==> src/sv/psq_pkg.sv <==
// Shared types and constants for the per-owner sorted timeout queue.
`default_nettype none
package psq_pkg;
   localparam int DEF_QUEUE_DEPTH = 32;
   localparam int TIME_W   = 48;
   localparam int CFG_W    = 20;
   localparam int OWNER_W  = 8;
   localparam int STATUS_W = 3;
   localparam int MODE_W   = 2;
   localparam int CSR_IDX_W = 2;
   localparam int MAX_EXPIRED = 32;
   localparam int EXP_CNT_W = 6;

   localparam logic [MODE_W-1:0] MODE_REL   = 2'd0;
   localparam logic [MODE_W-1:0] MODE_ABS   = 2'd1;
   localparam logic [MODE_W-1:0] MODE_FLUSH = 2'd2;
   localparam logic [MODE_W-1:0] MODE_POLL  = 2'd3;

   localparam logic [STATUS_W-1:0] ST_DONE_CODE   = 3'd0;
   localparam logic [STATUS_W-1:0] ST_SET_CODE    = 3'd1;
   localparam logic [STATUS_W-1:0] ST_FULL_CODE   = 3'd2;
   localparam logic [STATUS_W-1:0] ST_EXPIRE_CODE = 3'd3;
   localparam logic [STATUS_W-1:0] ST_POLL_CODE   = 3'd4;

   localparam logic [CSR_IDX_W-1:0] CSR_MIN_DELAY = 2'd0;
   localparam logic [CSR_IDX_W-1:0] CSR_SLACK     = 2'd1;
   localparam logic [CSR_IDX_W-1:0] CSR_MARGIN    = 2'd2;

   localparam logic [CFG_W-1:0] MIN_DELAY_RST = 20'd1000;
   localparam logic [CFG_W-1:0] SLACK_RST     = 20'd1000;
   localparam logic [CFG_W-1:0] MARGIN_RST    = 20'd0;

   typedef enum logic [2:0] {
      S_IDLE, S_EVAL, S_REMOVE, S_INSERT, S_FINISH, S_POP
   } state_type;

   typedef struct packed {
      logic                capture;
      logic                remove;
      logic                insert;
      logic                pop;
      logic                load_rsp;
      logic [STATUS_W-1:0] rsp_status;
      logic                rsp_last;
   } cmd_type;

   typedef struct packed {
      logic is_set;
      logic is_flush;
      logic ignore;
      logic full;
      logic expire;
      logic out_free;
   } flags_type;
endpackage
`default_nettype wire

==> src/sv/psq_ctrl.sv <==
// Sequencer for set, flush and poll requests.
`default_nettype none
module psq_ctrl
   import psq_pkg::*;
(
   input  wire        clock,
   input  wire        reset,
   input  wire        req_valid,
   output logic       req_stall,
   input  flags_type  flags,
   output cmd_type    cmd
);
   state_type state_ff, state_in;

   always_ff @(posedge clock) begin
      if (reset) state_ff <= S_IDLE;
      else       state_ff <= state_in;
   end

   always_comb begin
      state_in = state_ff;
      unique case (state_ff)
         S_IDLE: if (req_valid) state_in = S_EVAL;
         S_EVAL: begin
            if (flags.is_set) begin
               if (flags.ignore || flags.full) begin
                  if (flags.out_free) state_in = S_IDLE;
               end else begin
                  state_in = S_REMOVE;
               end
            end else if (flags.is_flush) begin
               state_in = S_REMOVE;
            end else begin
               state_in = S_POP;
            end
         end
         S_REMOVE: state_in = flags.is_set ? S_INSERT : S_FINISH;
         S_INSERT: state_in = S_FINISH;
         S_FINISH: if (flags.out_free) state_in = S_IDLE;
         S_POP:    if (!flags.expire && flags.out_free) state_in = S_IDLE;
         default:  state_in = S_IDLE;
      endcase
   end

   always_comb begin
      cmd = '0;
      req_stall = (state_ff != S_IDLE);
      unique case (state_ff)
         S_IDLE: cmd.capture = req_valid;
         S_EVAL: begin
            if (flags.is_set && (flags.ignore || flags.full)) begin
               cmd.load_rsp   = flags.out_free;
               cmd.rsp_status = flags.ignore ? ST_DONE_CODE : ST_FULL_CODE;
               cmd.rsp_last   = 1'b1;
            end
         end
         S_REMOVE: cmd.remove = 1'b1;
         S_INSERT: cmd.insert = 1'b1;
         S_FINISH: begin
            cmd.load_rsp   = flags.out_free;
            cmd.rsp_status = flags.is_set ? ST_SET_CODE : ST_DONE_CODE;
            cmd.rsp_last   = 1'b1;
         end
         S_POP: begin
            cmd.load_rsp = flags.out_free;
            if (flags.expire) begin
               cmd.pop        = flags.out_free;
               cmd.rsp_status = ST_EXPIRE_CODE;
            end else begin
               cmd.rsp_status = ST_POLL_CODE;
               cmd.rsp_last   = 1'b1;
            end
         end
         default: ;
      endcase
   end
endmodule
`default_nettype wire

==> config.mk <==
export PLATFORM = sky130hd
export DESIGN_NAME = psq_ctrl
export DESIGN_NICKNAME = d
export VERILOG_FILES = /design/src/sv/psq_pkg.sv /design/src/sv/psq_ctrl.sv
export SDC_FILE = /design/constraint.sdc
export NUM_CORES = 1
export LEC_CHECK = 0
export ABC_AREA = 1
export BUFFER_PORTS_ARGS = -buffer_cell sky130_fd_sc_hd__buf_2
export CAP_MARGIN = 30
export CORE_MARGIN = 1.5
export CORE_UTILIZATION = 25
export DETAILED_ROUTE_END_ITERATION = 8
export MAX_ROUTING_LAYER = met4
export PLACE_DENSITY_LB_ADDON = 0.2
export SKIP_LAST_GASP = 1
export SYNTH_ARGS = -nofsm -noshare
export SYNTH_HDL_FRONTEND = slang
export SYNTH_SLANG_ARGS = --single-unit
export TNS_END_PERCENT = 5
==> constraint.sdc <==
create_clock -name clock -period 1.2 [get_ports clock]
set_input_delay 0.24 -clock clock [delete_from_list [all_inputs] [get_ports clock]]
set_output_delay 0.24 -clock clock [all_outputs]
set_load 0.01 [all_outputs]
## After elaboration in Yosys (flattened, before gate mapping)

Cells that the tools add are included.

| word-level totals | value |
|---|---|
| output and inout bits | 10 |
| word-level logic and storage cells | 34 |
| input bits | 9 |
| bits in registers | 3 |

| operators by class | value |
|---|---|
| equal/unequal tests | 7 |
| mux-type cells | 19 |
| reductions and logical operators | 7 |

Operator list:

| operator | number |
|---|---|
| $mux 3 | 8 |
| $pmux 3 s6 | 1 |
| $pmux 5 s3 | 1 |
| $mux 1 | 7 |
| $eq 3x2->1 const B | 2 |
| $eq 3x3->1 const B | 2 |
| $mux 5 | 1 |
| $ne 2x2->1 const B | 2 |
| $eq 3x1->1 const B | 1 |
| $logic_not 3->1 | 1 |
| $reduce_bool 3->1 | 1 |
| $logic_and 1x1->1 | 2 |
| $mux 2 | 1 |
| $reduce_and 2->1 | 1 |
| $logic_not 1->1 | 1 |
| $logic_or 1x1->1 | 1 |

## Depth between registers and ports, before layout

| depth | value |
|---|---|
| depth after elaboration | 4 |
| gate-level depth with buffers | 8 |

## Worst setup path after synthesis

OpenSTA, ideal clock, no wires.

| path | value |
|---|---|
| path type | reg-to-output |
| from | register state_ff[1] |
| to | output port cmd[4] (netlist bit) |
| arrival | 892 ps |
| path buffers | 0 |
| data required time | 960 ps |
| slack | 68 ps |
| cell stages (with the launch flop) | 6 |
| cells stage by stage | dfxtp_1 inv_2 nand3_1 inv_1 nand3_1 a21oi_1 |

RTL lines:

| item | line | text |
|---|---|---|
| start, declared | psq_ctrl.sv:13 | `state_type state_ff, state_in;` |
| start signal, assigned | psq_ctrl.sv:17 | `else state_ff <= state_in;` |
| end, declared | psq_ctrl.sv:11 | `output cmd_type cmd` |

==> qor_table.md <==
| Stage | Item | Reported |
|:---|:---|:---|
| run status | Result of the run | finished, violations left |
| run status | Violations in the final reports | setup timing |
| logic synthesis | Synthesized area per cell | 5.20 um^2 |
| worst hold path | Startpoint of the worst hold path | reset |
| grt | GRT Total Usage | 16.7% |
| logic synthesis | EDFF count, synth | 0 |
| power and ir drop | Net switching power | 233 uW |
| floorplanning | Area of the die | 1560 um^2 |
| grt | First-pass GRT wire length | 1.64 mm |
| logic synthesis | Ys async rst share | 0% |
| worst hold path | Worst min-delay path class | primary input to register |
| sta | Post-layout min period | 1.36 ns |
| finish | Layout cell share with drive strength beyond 1 | 47.8% |
| clocking | Clock tree from TritonCTS | built |
| grt | Vias in the first global route | 403 |
| logic synthesis | Distinct cell type count of the synthesized netlist | 16 |
| power and ir drop | Comb power frac | 49.5% |
| logic synthesis | Share of the synthesized area in the top cell type | 19.2% |
| floorplanning | Area of the core | 1170 um^2 |
| power and ir drop | Switching Fraction | 38.1% |
| power and ir drop | Power per cell area | 1130 nW/um^2 |
| logic synthesis | Flip-flop and latch count after synthesis | 3 |
| floorplanning | Number of core rows | 12 |
| clocking | Clock sink count | 3 |
| sta | Final TNS setup | -1.19 ns |
| sta | Worst Slack Setup Final | -0.162 ns |
| clocking | Deepest clock path buffer count | 2 |
| grt | Remaining global-route overflow | 0 |
| finish | Ant. Diodes | 0 |
| sta | Worst relative slew slack | 88.2% |
| critical path | R2r worst-path depth | 9 |
| critical path | Worst endpoint data arrival time | 1.12 ns |
| logic synthesis | Leading post-synthesis cells by cell area | sky130_fd_sc_hd__nand2_1 (19%), sky130_fd_sc_hd__dfxtp_1 (18%), sky130_fd_sc_hd__nor2_1 (16%), sky130_fd_sc_hd__inv_1 (11%), sky130_fd_sc_hd__nand3_1 (7.5%) |
| power and ir drop | Highest ir drop seen on vdd | 0.587 mV |
| finish | Final #Nets | 102 |
| logic synthesis | Warnings from Yosys | 0 |
| drt | Average vias per placed instance | 4.39 |
| critical path | Critical path class | register to output pin |
| critical path | Worst setup slack for register-to-register paths | -0.02 ns |
| worst hold path | Depth of the worst hold-timing path | 2 |
| sta | Number of hold-slack violations in the final timing report | 0 |
| critical path | Critical path startpoint category | register |
| critical path | Source of the worst register-to-register timing path | state_ff[2] |
| logic synthesis | Total nets after synthesis | 73 |
| sta | FMAX | 734 MHz |
| logic synthesis | Post-synth top area cell | sky130_fd_sc_hd__nand2_1 |
| drt | Routed len/inst | 9.97 um |
| placed design | Count of buffers from port buffering | 18 |
| finish | Top flop regs | state_ff: 3 flops |
| finish | Flip-flop count of the largest register, all copies and words added | 3 |
| power and ir drop | Clock Power Share | 28.4% |
| drt | Total routed wirelength | 1.06 mm |
| drt | Vias after detailed routing | 465 |
| critical path | CP Max Fanout | 5 |
| sta | Setup-failing EPs final | 11 |
| floorplanning | I/O pin total | 19 |
| critical path | Endpoint type of the worst setup path | output pin |
| floorplanning | Vertical extent of the die | 39.5 um |
| clocking | Worst-Skew Late Latency | 0.23 ns |
| logic synthesis | Post-synth design cell area | 333 um^2 |
| placed design | Final GP Congestion | 0.869 |
| placed design | Post-Place Cells | 99 |
| clocking | Clock-pin slew on the worst setup and hold paths | 0.03 ns |
| critical path | WP data required | 0.96 ns |
| critical path | Worst flop-to-flop path endpoint | state_ff[0] |
| sta | Worst hold margin | 0.211 ns |
| clocking | Number of buffers inserted by hold repair at cts | 0 |
| drt | Routed Antenna Nets | 0 |
| drt | Residual DRC count | 0 |
| finish | Count of non-filler cells in the finished layout | 106 |
| worst hold path | End of the worst hold path | state_ff[0] |
| logic synthesis | Most numerous cell in the Yosys netlist | sky130_fd_sc_hd__nand2_1 |
| power and ir drop | Overall power of the completed layout | 611 uW |
| logic synthesis | Sequential cell area fraction in the yosys report | 18.0% |
| sta | Share of the clock period used by the worst path after layout | 113% |
| placed design | Dpl hpwl | 762 um |
| finish | Synthesis-to-layout area growth | 62.4% |
| drt | Count of TritonRoute iterations in the first routing pass | 4 |
| grt | Pin count of the biggest net entering global routing | 10 |
| finish | Util after Layout | 46.2% |
| drt | Initial DRC Count | 2 |
| finish | Top reg by flops | state_ff |
| sta | Worst Max-Slew Pin Slew | 0.177 ns |
| floorplanning | Initial cell density of the core | 28.4% |
| clocking | Cts bufs inserted | 3 |
| grt | Antenna violations before repair | 0 |
| power and ir drop | Internal power consumption | 378 uW |
| logic synthesis | Most frequent cells after synthesis | sky130_fd_sc_hd__nand2_1 (17), sky130_fd_sc_hd__nor2_1 (14), sky130_fd_sc_hd__inv_1 (10), sky130_fd_sc_hd__nand3_1 (5) |
| floorplanning | Chip width | 39.5 um |
| logic synthesis | Post-synthesis cell count | 64 |
| power and ir drop | Part of the power in registers | 22.1% |
| sta | Number of max-slew violations in the final report | 0 |
| sta | Max Clock Skew | 0.000979 ns |
| critical path | Launch point of the worst path | state_ff[0] |
| power and ir drop | Pleak | 0.322 nW |
| run | Max-cap violation count | 0 |
| clocking | Buffer type at the clock tree root | sky130_fd_sc_hd__clkbuf_4 |
| clocking | Number of levels in the clock H-tree | 1 |
| logic synthesis | Dominant synthesized flop cell | sky130_fd_sc_hd__dfxtp_1 |
| sta | Unrepaired setup endpoints after global routing | true |
[cell usage in the layout (no fill, tap or decap)]
cell | synthesis | layout
sky130_fd_sc_hd__buf_2 | 0 | 18
sky130_fd_sc_hd__nand2_1 | 17 | 17
sky130_fd_sc_hd__dfxtp_2 | 0 | 2
sky130_fd_sc_hd__dfxtp_4 | 0 | 1
sky130_fd_sc_hd__o211ai_1 | 1 | 1
sky130_fd_sc_hd__a22oi_1 | 1 | 1
sky130_fd_sc_hd__a21oi_2 | 1 | 2
sky130_fd_sc_hd__buf_4 | 0 | 7
sky130_fd_sc_hd__a21oi_1 | 2 | 1
sky130_fd_sc_hd__clkbuf_1 | 0 | 1
sky130_fd_sc_hd__nand4_1 | 1 | 1
sky130_fd_sc_hd__o21ai_1 | 1 | 1
sky130_fd_sc_hd__nand3_2 | 1 | 4
sky130_fd_sc_hd__inv_4 | 0 | 1
sky130_fd_sc_hd__nor2_2 | 1 | 3
sky130_fd_sc_hd__nor2_1 | 14 | 12
sky130_fd_sc_hd__nand3_1 | 5 | 2
sky130_fd_sc_hd__clkbuf_4 | 0 | 3
sky130_fd_sc_hd__inv_1 | 10 | 9
sky130_fd_sc_hd__o21ai_0 | 2 | 2
sky130_fd_sc_hd__inv_2 | 3 | 3
[worst max-delay path: stages, from the launching register on]
cell	delay, ns
sky130_fd_sc_hd__dfxtp_2	0.33
sky130_fd_sc_hd__buf_4	0.15
sky130_fd_sc_hd__inv_2	0.10
sky130_fd_sc_hd__nand3_2	0.09
sky130_fd_sc_hd__nor2_1	0.09
sky130_fd_sc_hd__buf_2	0.13
[power by group through the flow]
stage	clock [mW]	combinational, mW	sequential, mW
global route	0.197	0.336	0.137
finish	0.174	0.302	0.135
CTS	0.185	0.283	0.132
floorplan	0	0.153	0.129
detailed placement	0	0.257	0.127
global placement	0	0.259	0.128
[stage by stage]
step,setup slack [ns],area [um^2]
CTS,-0.180,522
global route,-0.232,541
floorplan,0.0677,333
global placement,0.0339,459
detailed placement,0.0174,459
finish,-0.162,541
[layout make-up]
cell class / instances / area [um^2]
clock buffers: 4 / 26.3
fillers: 131 / 631
inverters: 13 / 51.3
multi-input cells: 47 / 236
flip-flops and latches: 3 / 66.3
well taps: 14 / 17.5
repair buffers: 25 / 143
[layer usage]
layer	part of all wire, %	global-route usage [%]	wire length, um	up-vias
li1	-	-	-	254
met1	46	17.6	490	192
met2	47	28.3	496	17
met3	5.2	3.41	55	2
met4	1.3	10.3	14	0
met5	0	-	0	-
[logic make-up (layout without fill, tap and decap cells)]
logic type	after synthesis	count (layout)	synth area share (%)
AO/OA/AOI/OAI	8	8	14.7
flip-flops	3	3	18.0
AND/OR/NAND/NOR	39	39	49.2
buffers and inverters	14	42	18.0
[how the worst max path moves through the flow]
stage / slack [ns] / end
2_1_floorplan: 0.07 / cmd[4]
3_3_place_gp: 0.03 / cmd[4]
3_5_place_dp: 0.02 / cmd[4]
4_1_cts: -0.18 / cmd[4]
5_1_grt: -0.23 / cmd[4]
6_report: -0.16 / cmd[8]
[repair_timing]
action	CTS	global route
setup buffers	2	1
resized for setup	8	4
endpoints found under the setup margin	10	11
pin swaps	3	2
No activity file was read; power rests on OpenSTA's default activity.
